**config.mk**
```make
export PLATFORM = sky130hd
export DESIGN_NAME = nat_rule_table
export DESIGN_NICKNAME = d
export VERILOG_FILES = /design/src/rtl/nrt_pkg.sv /design/src/rtl/nrt_ram.sv /design/src/rtl/nrt_match.sv /design/src/rtl/nat_rule_table.sv
export VERILOG_INCLUDE_DIRS = /design/src /design/src/rtl
export SDC_FILE = /design/constraint.sdc
export NUM_CORES = 2
export LEC_CHECK = 0
export BUFFER_PORTS_ARGS = -buffer_cell sky130_fd_sc_hd__buf_4
export CAP_MARGIN = 20
export CORE_ASPECT_RATIO = 1.75
export CORE_MARGIN = 3
export CORE_UTILIZATION = 43
export CTS_BUF_LIST = sky130_fd_sc_hd__clkbuf_8
export DETAILED_ROUTE_END_ITERATION = 8
export SLEW_MARGIN = 20
export SYNTH_ARGS = -nofsm -noshare
export SYNTH_HDL_FRONTEND = slang
export SYNTH_SLANG_ARGS = --single-unit
```
**constraint.sdc**
```tcl
create_clock -name clk -period 10.93 [get_ports clk]
set_clock_uncertainty 0.2 [all_clocks]
set_input_delay 1.093 -clock clk [delete_from_list [all_inputs] [get_ports clk]]
set_output_delay 1.093 -clock clk [all_outputs]
set_load 0.05 [all_outputs]
```
**src/rtl/nat_rule_table_assert.svh**
```systemverilog
// ----------------------------------------------------------------------------
// nat rule table assertion macros
// concurrent checks compiled out when SYNTH is defined
// ----------------------------------------------------------------------------
`ifndef NAT_RULE_TABLE_ASSERT_SVH
`define NAT_RULE_TABLE_ASSERT_SVH

`ifndef SYNTH
// same-cycle implication, sampled on clk, off during reset
`define NRT_ASSERT_IMP(label, ante, cons, msg) \
    label: assert property (@(posedge clk) disable iff (!rst_n) (ante) |-> (cons)) \
        else $error(msg);
// next-cycle implication
`define NRT_ASSERT_NXT(label, ante, cons, msg) \
    label: assert property (@(posedge clk) disable iff (!rst_n) (ante) |=> (cons)) \
        else $error(msg);
`else
`define NRT_ASSERT_IMP(label, ante, cons, msg)
`define NRT_ASSERT_NXT(label, ante, cons, msg)
`endif

`endif

```
**src/rtl/nrt_pkg.sv**
```systemverilog
// ----------------------------------------------------------------------------
// nrt_pkg
// types, command and status codes shared by the nat rule table modules
// ----------------------------------------------------------------------------
`timescale 1ns / 1ps

package nrt_pkg;

    // command codes
    localparam logic [1:0] CMD_ADD    = 2'd0;
    localparam logic [1:0] CMD_REMOVE = 2'd1;
    localparam logic [1:0] CMD_APPLY  = 2'd2;

    // status codes
    localparam logic [1:0] ST_OK       = 2'd0;
    localparam logic [1:0] ST_NO_MATCH = 2'd1;
    localparam logic [1:0] ST_FULL     = 2'd2;

    // rule kinds
    localparam logic KIND_SNAT = 1'b0;

    typedef struct packed {
        logic [1:0]  cmd;
        logic        rule_kind;
        logic [31:0] match_ip;
        logic [15:0] match_port;
        logic [31:0] new_ip;
        logic [15:0] new_port;
        logic [31:0] src_ip;
        logic [15:0] sport;
        logic [31:0] dst_ip;
        logic [15:0] dport;
    } nrt_req_t;

    typedef struct packed {
        logic [1:0]  status;
        logic [31:0] out_src_ip;
        logic [15:0] out_src_port;
        logic [31:0] out_dst_ip;
        logic [15:0] out_dst_port;
    } nrt_rsp_t;

    // one stored rule
    typedef struct packed {
        logic        kind;
        logic [31:0] match_ip;
        logic [15:0] match_port;
        logic [31:0] new_ip;
        logic [15:0] new_port;
    } nrt_entry_t;

    // compare unit verdict and rewritten packet
    typedef struct packed {
        logic        hit;
        logic [31:0] src_ip;
        logic [15:0] sport;
        logic [31:0] dst_ip;
        logic [15:0] dport;
    } nrt_match_t;

    localparam int ENTRY_W = $bits(nrt_entry_t);

    // response that echoes the packet of a transaction unchanged
    function automatic nrt_rsp_t echo_rsp(input nrt_req_t r, input logic [1:0] st);
        nrt_rsp_t o;
        o.status       = st;
        o.out_src_ip   = r.src_ip;
        o.out_src_port = r.sport;
        o.out_dst_ip   = r.dst_ip;
        o.out_dst_port = r.dport;
        return o;
    endfunction

endpackage

```
**src/rtl/nrt_ram.sv**
```systemverilog
// ----------------------------------------------------------------------------
// nrt_ram
// generic single write port, single read port ram with registered read
// ----------------------------------------------------------------------------
`timescale 1ns / 1ps

module nrt_ram #(
    parameter int WIDTH = 8,
    parameter int DEPTH = 16,
    parameter int AW    = (DEPTH > 1) ? $clog2(DEPTH) : 1
) (
    input  logic             clk,
    input  logic             wr_en,
    input  logic [AW-1:0]    wr_addr,
    input  logic [WIDTH-1:0] wr_data,
    input  logic [AW-1:0]    rd_addr,
    output logic [WIDTH-1:0] rd_data
);

    logic [WIDTH-1:0] mem [DEPTH];
    logic [WIDTH-1:0] rd_data_reg;

    always_ff @(posedge clk)
    begin
        if (wr_en)
        begin
            mem[wr_addr] <= wr_data;
        end
        rd_data_reg <= mem[rd_addr];
    end

    assign rd_data = rd_data_reg;

endmodule

```
**src/rtl/nrt_match.sv**
```systemverilog
// ----------------------------------------------------------------------------
// nrt_match
// shared compare unit: tests one stored rule against the current transaction
// ----------------------------------------------------------------------------
`timescale 1ns / 1ps

module nrt_match (
    input  nrt_pkg::nrt_entry_t entry,
    input  nrt_pkg::nrt_req_t   req,
    output nrt_pkg::nrt_match_t res
);

    logic ip_hit;
    logic port_hit;
    logic [31:0] side_ip;
    logic [15:0] side_port;
    logic [31:0] rw_ip;
    logic [15:0] rw_port;
    logic snat;

    assign snat      = (entry.kind == nrt_pkg::KIND_SNAT);
    // remove looks at the rule pair only; apply looks at one packet side
    assign side_ip   = (req.cmd == nrt_pkg::CMD_APPLY) ? (snat ? req.src_ip : req.dst_ip)
                                                       : req.match_ip;
    assign side_port = (req.cmd == nrt_pkg::CMD_APPLY) ? (snat ? req.sport : req.dport)
                                                       : req.match_port;

    // zero match value is a wildcard on apply only
    assign ip_hit   = (entry.match_ip == side_ip) ||
                      ((req.cmd == nrt_pkg::CMD_APPLY) && (entry.match_ip == 32'd0));
    assign port_hit = (entry.match_port == side_port) ||
                      ((req.cmd == nrt_pkg::CMD_APPLY) && (entry.match_port == 16'd0));

    // zero new value keeps the original
    assign rw_ip   = (entry.new_ip != 32'd0) ? entry.new_ip : side_ip;
    assign rw_port = (entry.new_port != 16'd0) ? entry.new_port : side_port;

    always_comb
    begin
        res.hit    = ip_hit && port_hit;
        res.src_ip = req.src_ip;
        res.sport  = req.sport;
        res.dst_ip = req.dst_ip;
        res.dport  = req.dport;
        if (snat)
        begin
            res.src_ip = rw_ip;
            res.sport  = rw_port;
        end
        else
        begin
            res.dst_ip = rw_ip;
            res.dport  = rw_port;
        end
    end

endmodule

```
**src/rtl/nat_rule_table.sv**
```systemverilog
// ----------------------------------------------------------------------------
// nat_rule_table
// ordered static nat rule table with first-match translation
// ----------------------------------------------------------------------------
// A transaction is taken when start is high and busy is low, and gives one
// response on rsp, marked by done for exactly one cycle; the receiver cannot
// stall it, so capture rsp whenever done is high. Add and any unused command
// answer in the cycle after acceptance. Apply reads the rules from a single
// ram read port, one rule per cycle, and answers once the first matching rule
// has been compared, or after the last rule on a miss. Remove scans the
// same way up to the equal pair, then moves each later rule down one place,
// again one rule per cycle through that port. busy is high during the scan
// and the move; a new transaction may start in the cycle that done is shown.
// The rule store needs no clearing after reset: only entries below the rule
// count are ever used.
// ----------------------------------------------------------------------------
`timescale 1ns / 1ps

module nat_rule_table #(
    parameter int MAX_RULES = 16
) (
    input  logic             clk,
    input  logic             rst_n,
    input  logic             start,
    output logic             busy,
    input  nrt_pkg::nrt_req_t req,
    output logic             done,
    output nrt_pkg::nrt_rsp_t rsp
);

`include "nat_rule_table_assert.svh"

    localparam int IDX_W = (MAX_RULES > 1) ? $clog2(MAX_RULES) : 1;
    localparam int CNT_W = $clog2(MAX_RULES + 1);
    localparam int SUM_W = CNT_W + 1;

    // sequencer states
    typedef enum logic [2:0] {
        ST_IDLE  = 3'b001,
        ST_SCAN  = 3'b010,
        ST_SHIFT = 3'b100
    } state_t;

    state_t              state_reg, state_next;
    logic [CNT_W-1:0]    count_reg, count_next;
    logic [IDX_W-1:0]    idx_reg, idx_next;
    nrt_pkg::nrt_req_t   item_reg, item_next;
    nrt_pkg::nrt_rsp_t   rsp_reg, rsp_next;
    logic                done_reg, done_next;

    // rule memory ports
    logic                         wr_en;
    logic [IDX_W-1:0]             wr_addr;
    logic [nrt_pkg::ENTRY_W-1:0]  wr_data;
    logic [IDX_W-1:0]             rd_addr;
    logic [nrt_pkg::ENTRY_W-1:0]  rd_data;

    nrt_pkg::nrt_entry_t new_entry;
    nrt_pkg::nrt_match_t cmp;

    logic             accept;
    logic [SUM_W-1:0] nxt1;      // index of the rule after the current one
    logic [SUM_W-1:0] nxt2;      // two past the current one, for the move
    logic [SUM_W-1:0] cnt_ext;

    assign accept  = start && !busy;
    assign nxt1    = SUM_W'(idx_reg) + SUM_W'(1);
    assign nxt2    = SUM_W'(idx_reg) + SUM_W'(2);
    assign cnt_ext = SUM_W'(count_reg);

    assign new_entry.kind       = req.rule_kind;
    assign new_entry.match_ip   = req.match_ip;
    assign new_entry.match_port = req.match_port;
    assign new_entry.new_ip     = req.new_ip;
    assign new_entry.new_port   = req.new_port;

    nrt_ram #(
        .WIDTH (nrt_pkg::ENTRY_W),
        .DEPTH (MAX_RULES),
        .AW    (IDX_W)
    ) u_rules (
        .clk     (clk),
        .wr_en   (wr_en),
        .wr_addr (wr_addr),
        .wr_data (wr_data),
        .rd_addr (rd_addr),
        .rd_data (rd_data)
    );

    // shared compare unit sees the rule that the ram returned this cycle
    nrt_match u_match (
        .entry (nrt_pkg::nrt_entry_t'(rd_data)),
        .req   (item_reg),
        .res   (cmp)
    );

    always_comb
    begin
        state_next = state_reg;
        count_next = count_reg;
        idx_next   = idx_reg;
        item_next  = item_reg;
        rsp_next   = rsp_reg;
        done_next  = 1'b0;
        wr_en      = 1'b0;
        wr_addr    = idx_reg;
        wr_data    = rd_data;
        rd_addr    = '0;

        case (state_reg)
            ST_IDLE:
            begin
                // rule 0 is always being read so a scan starts with data ready
                rd_addr = '0;
                if (accept)
                begin
                    item_next = req;
                    idx_next  = '0;
                    case (req.cmd)
                        nrt_pkg::CMD_ADD:
                        begin
                            done_next = 1'b1;
                            if (count_reg >= CNT_W'(MAX_RULES))
                            begin
                                rsp_next = nrt_pkg::echo_rsp(req, nrt_pkg::ST_FULL);
                            end
                            else
                            begin
                                // append at the end of the table
                                wr_en      = 1'b1;
                                wr_addr    = count_reg[IDX_W-1:0];
                                wr_data    = new_entry;
                                count_next = count_reg + CNT_W'(1);
                                rsp_next   = nrt_pkg::echo_rsp(req, nrt_pkg::ST_OK);
                            end
                        end
                        nrt_pkg::CMD_REMOVE, nrt_pkg::CMD_APPLY:
                        begin
                            if (count_reg == '0)
                            begin
                                done_next = 1'b1;
                                rsp_next  = nrt_pkg::echo_rsp(req, nrt_pkg::ST_NO_MATCH);
                            end
                            else
                            begin
                                state_next = ST_SCAN;
                            end
                        end
                        default:
                        begin
                            // unused command code: nothing changes
                            done_next = 1'b1;
                            rsp_next  = nrt_pkg::echo_rsp(req, nrt_pkg::ST_NO_MATCH);
                        end
                    endcase
                end
            end

            ST_SCAN:
            begin
                // keep the read one rule ahead of the compare
                if (nxt1 < cnt_ext)
                begin
                    rd_addr = nxt1[IDX_W-1:0];
                end
                if (cmp.hit)
                begin
                    if (item_reg.cmd == nrt_pkg::CMD_APPLY)
                    begin
                        state_next            = ST_IDLE;
                        done_next             = 1'b1;
                        rsp_next.status       = nrt_pkg::ST_OK;
                        rsp_next.out_src_ip   = cmp.src_ip;
                        rsp_next.out_src_port = cmp.sport;
                        rsp_next.out_dst_ip   = cmp.dst_ip;
                        rsp_next.out_dst_port = cmp.dport;
                    end
                    else if (nxt1 < cnt_ext)
                    begin
                        // later rules must move down over the removed one
                        state_next = ST_SHIFT;
                    end
                    else
                    begin
                        // removed rule was the last one
                        state_next = ST_IDLE;
                        done_next  = 1'b1;
                        count_next = count_reg - CNT_W'(1);
                        rsp_next   = nrt_pkg::echo_rsp(item_reg, nrt_pkg::ST_OK);
                    end
                end
                else if (nxt1 >= cnt_ext)
                begin
                    state_next = ST_IDLE;
                    done_next  = 1'b1;
                    rsp_next   = nrt_pkg::echo_rsp(item_reg, nrt_pkg::ST_NO_MATCH);
                end
                else
                begin
                    idx_next = nxt1[IDX_W-1:0];
                end
            end

            ST_SHIFT:
            begin
                // rd_data holds rule idx+1; it moves into slot idx
                wr_en   = 1'b1;
                wr_addr = idx_reg;
                wr_data = rd_data;
                if (nxt2 < cnt_ext)
                begin
                    rd_addr  = nxt2[IDX_W-1:0];
                    idx_next = nxt1[IDX_W-1:0];
                end
                else
                begin
                    state_next = ST_IDLE;
                    done_next  = 1'b1;
                    count_next = count_reg - CNT_W'(1);
                    rsp_next   = nrt_pkg::echo_rsp(item_reg, nrt_pkg::ST_OK);
                end
            end

            default:
            begin
                state_next = ST_IDLE;
            end
        endcase
    end

    // control state
    always_ff @(posedge clk or negedge rst_n)
    begin
        if (!rst_n)
        begin
            state_reg <= ST_IDLE;
            count_reg <= '0;
            idx_reg   <= '0;
            done_reg  <= 1'b0;
        end
        else
        begin
            state_reg <= state_next;
            count_reg <= count_next;
            idx_reg   <= idx_next;
            done_reg  <= done_next;
        end
    end

    // transaction and response payload
    always_ff @(posedge clk)
    begin
        item_reg <= item_next;
        rsp_reg  <= rsp_next;
    end

    assign busy = (state_reg != ST_IDLE);
    assign done = done_reg;
    assign rsp  = rsp_reg;

    // an add that fits answers ok next cycle and grows the table by one
    `NRT_ASSERT_NXT(a_add_grows, accept && (req.cmd == nrt_pkg::CMD_ADD) && (count_reg < CNT_W'(MAX_RULES)), done && (rsp.status == nrt_pkg::ST_OK) && (count_reg == $past(count_reg) + CNT_W'(1)), "add did not append a rule")

    // a full refusal only when the table is really full
    `NRT_ASSERT_IMP(a_full_ok, done && (rsp.status == nrt_pkg::ST_FULL), count_reg == CNT_W'(MAX_RULES), "table full reported with room left")

    // the move never writes at or beyond the last live rule
    `NRT_ASSERT_IMP(a_shift_range, state_reg == ST_SHIFT, (SUM_W'(idx_reg) + SUM_W'(1)) < SUM_W'(count_reg), "rule move out of range")

endmodule

```
==> summary.txt <==
Run status
  – Status: finished, final reports clean

Layout
  – Commonest cells after routing, fill and taps aside: nand2_1 (1,896), edfxtp_1 (1,796), a21oi_1 (492), buf_4 (366), clkbuf_8 (315)
  – Max FFs per register: 1,552
  – Most common cell after layout, fill and taps aside: nand2_1
  – Final instance area: 0.0862 mm2
  – Final std cells w/o fill: 8,626
  – Fin nets: 6,354
  – Area grow syn2layout: 13.4%
  – Fraction of layout cells with a size suffix above 1: 0.128

Clocking
  – H-tree lvl count: 5
  – Clk slew on worst S/H paths: 0.07 ns
  – TritonCTS clock tree: done
  – Sink Count: 1,906
  – Total CTS buffers: 285
  – Clock root buffer: clkbuf_8
  – CTS Buffer Depth: 4
  – Latest clock arrival within the worst-skew pair: 0.92 ns

Power
  – Worst VDD drop: 117 uV
  – P_sw: 4040 uW
  – Combinational fraction of design power: 0.089
  – Power share of the clock group: 0.360
  – Sw frac: 0.258
  – Sequential power share: 0.551
  – Leak Pwr: 0.0297 uW
  – Int Power: 11,600 uW
  – Pwr dens: 182 mW/mm2

Synth
  – Distinct cell type count after synthesis: 62
  – Post-synthesis cell count: 5,841
  – Number of enable flip-flop cells after synthesis: 1,796
  – Post-synth ARST share: 0.00682
  – YS warnings: 0
  – Register area share after synthesis: 0.739
  – Post-synthesis cell area: 0.0760 mm2
  – Syn nets: 6,056
  – Mean cell area of the mapped netlist: 13.0 um2
  – Most used DFF post-synth: edfxtp_1
  – Synth Register Bits: 1,906

Critical path
  – CP startpoint kind: flop
  – Crit-path max FO: 39
  – Reg2reg path depth: 10
  – Worst EP arrival: 7.09 ns
  – Crit end category: flop
  – CP Data Required Time: 11.32 ns
  – Crit Path Class: reg2reg

Global route
  – Largest net degree at the start of global routing: 154
  – Overflow after GRT: 0
  – Vias in the first global route: 50.3k
  – Initial antenna violation count: 14
  – Global-route wire length before repair: 344,000 um
  – GRT Util Overall: 0.259

STA
  – Final period utilization: 0.613
  – Minimum clock period: 6.70 ns
  – Final Hold Viols: 0
  – Max_slew headroom: 0.148
  – Fmax: 149 MHz
  – RSZ-0062 raised after global routing: no
  – Setup ws final: 4.23 ns
  – TNS Setup: 0 ns
  – Max-slew violations: 0
  – Worst-margin pin slew: 1.24 ns
  – Setup violators final: 0
  – Hold_ws: 0.149 ns

Place
  – GPL Wtd Cong: 0.928
  – # port buffers: 297
  – Dpl ws: 4.45 ns
  – Post-DP Area: 0.0807 mm2
  – Post-DP HPWL: 141,000 um
  – Placed insts: 8,105

Floorplanning
  – Num rows: 203
  – Die height: 562 um
  – # IOs: 298
  – Initial core utilization: 0.434
  – Die width: 324 um
  – Die area: 0.182 mm2
  – Core area: 0.175 mm2

Drt
  – Remaining antenna violation count after routing: 0
  – Vias per Instance: 5.97
  – DRC: 0
  – Final wirelength: 241,000 um
  – Wire length per cell: 27.9 um
  – Drt first-iter violations: 6,518
  – Vias: 51.5k
  – Pre-Repair DR Iteration Count: 6

Run
  – Max_cap viols: 0

Min path
  – HP Class: in2reg
  – Hold Path Stages: 1
## critical path: stages (launching register included)
cell      delay, ns
dfxtp_4        0.56
buf_4          0.78
mux2i_1        0.89
xnor2_1        0.26
nor4_1         0.77
nand4_1        0.23
a32oi_2        0.60
nand4_1        0.96
buf_4          0.68
nand3_1        0.18
o211ai_1       0.14
## layout make-up
cell class | instances | area, um2
Antenna cell | 11 | 27.5
Fill cell | 15300 | 89100
Inverter | 16 | 65.1
Sequential cell | 1906 | 56200
Clock inverter | 193 | 1100
Tap cell | 2255 | 2820
Multi-Input combinational cell | 3542 | 18500
Timing Repair Buffer | 388 | 3150
Clock buffer | 315 | 4340
## layer usage
layer / vias to the layer above / part of all wire / wire, um / global-route usage
met5: - / 0 / 0 / 0
met2: 2864 / 0.47 / 114000 / 0.416
met1: 25900 / 0.38 / 92600 / 0.338
met4: 0 / 0.039 / 9470 / 0.106
met3: 509 / 0.10 / 25000 / 0.0614
li1: 22300 / - / - / -
## timing repair
action / CTS / global route
setup buffers: 0 / 0
endpoints found under the hold margin: 13 / 0
hold buffers: 1 / 0
resized for setup: 0 / 0
## cell usage after synthesis (2+ instances only)
cell / n / area [um2]
edfxtp_1: 1796 / 53900
dfxtp_1: 97 / 1940
o31ai_1: 2 / 15.0
o32ai_1: 2 / 17.5
o211ai_1: 98 / 736
or4_1: 2 / 15.0
buf_2: 9 / 45.0
nor4_1: 39 / 244
nor3_1: 5 / 25.0
ha_1: 16 / 200
nor2_1: 66 / 248
inv_1: 16 / 60.1
a211oi_1: 17 / 128
a21oi_1: 492 / 2460
nand2b_1: 30 / 188
buf_4: 2 / 15.0
nand2_1: 1897 / 7120
a31oi_1: 35 / 219
o32a_1: 2 / 20.0
o22ai_1: 2 / 12.5
o21ai_0: 14 / 70.1
dfrtp_1: 12 / 300
a2111oi_0: 96 / 841
and2_1: 6 / 37.5
xnor2_1: 71 / 622
a32oi_1: 196 / 1720
and3_1: 8 / 50.1
o31a_1: 2 / 17.5
buf_6: 9 / 101
nand3_1: 128 / 641
o21a_1: 3 / 22.5
mux2i_1: 52 / 521
xor2_1: 31 / 272
o21ai_1: 6 / 30.0
nor2b_1: 6 / 37.5
a22oi_1: 176 / 1320
nand4_1: 17 / 106
buf_1: 35 / 131
a21o_1: 4 / 30.0
clkbuf_1: 322 / 1210
## worst paths after layout
kind	from	end	slack [ns]
max in group asynchronous	rst_n	state_reg[0]	9.91
worst min register to register	u_rules.mem[3][45]	u_rules.rd_data[45]	0.36
min in group asynchronous	rst_n	idx_reg[3]	0.37
worst max register to register	u_rules.rd_data[96]	rsp[13]	4.23
worst min-delay path	req[20]	item_reg[20]	0.15
worst max-delay path	u_rules.rd_data[96]	rsp[13]	4.23
## metrics by stage
stage	power, uW	util
final	15700	0.492
after global routing	16200	0.492
after CTS	15700	0.492
after detailed placement	10100	0.460
after global placement	10100	0.460
after floorplan	9460	-
## cells by family (layout without fill, tap and decap cells)
group                      after synthesis  after routing  synth area share
and+or+nand+nor                       2211           2211             0.116
DFF                                   1906           1906             0.739
AOI/OAI and AO/OA                     1159           1159             0.102
buffers and inverters                  393            912            0.0205
xor gates and xnor gates               102            102            0.0118
muxes                                   53             53           0.00700
adders and majority gates               17             17           0.00290
other                                    0             11                 0
## power by group through the flow
stage | combinational [uW] | clock, uW | sequential (uW)
finish | 1390 | 5650 | 8640
global route | 1470 | 6070 | 8640
CTS | 1370 | 5740 | 8630
detailed placement | 1360 | 0 | 8780
global placement | 1340 | 0 | 8780
floorplan | 634 | 0 | 8830
Note: power is estimated with default switching activity, not from simulation.
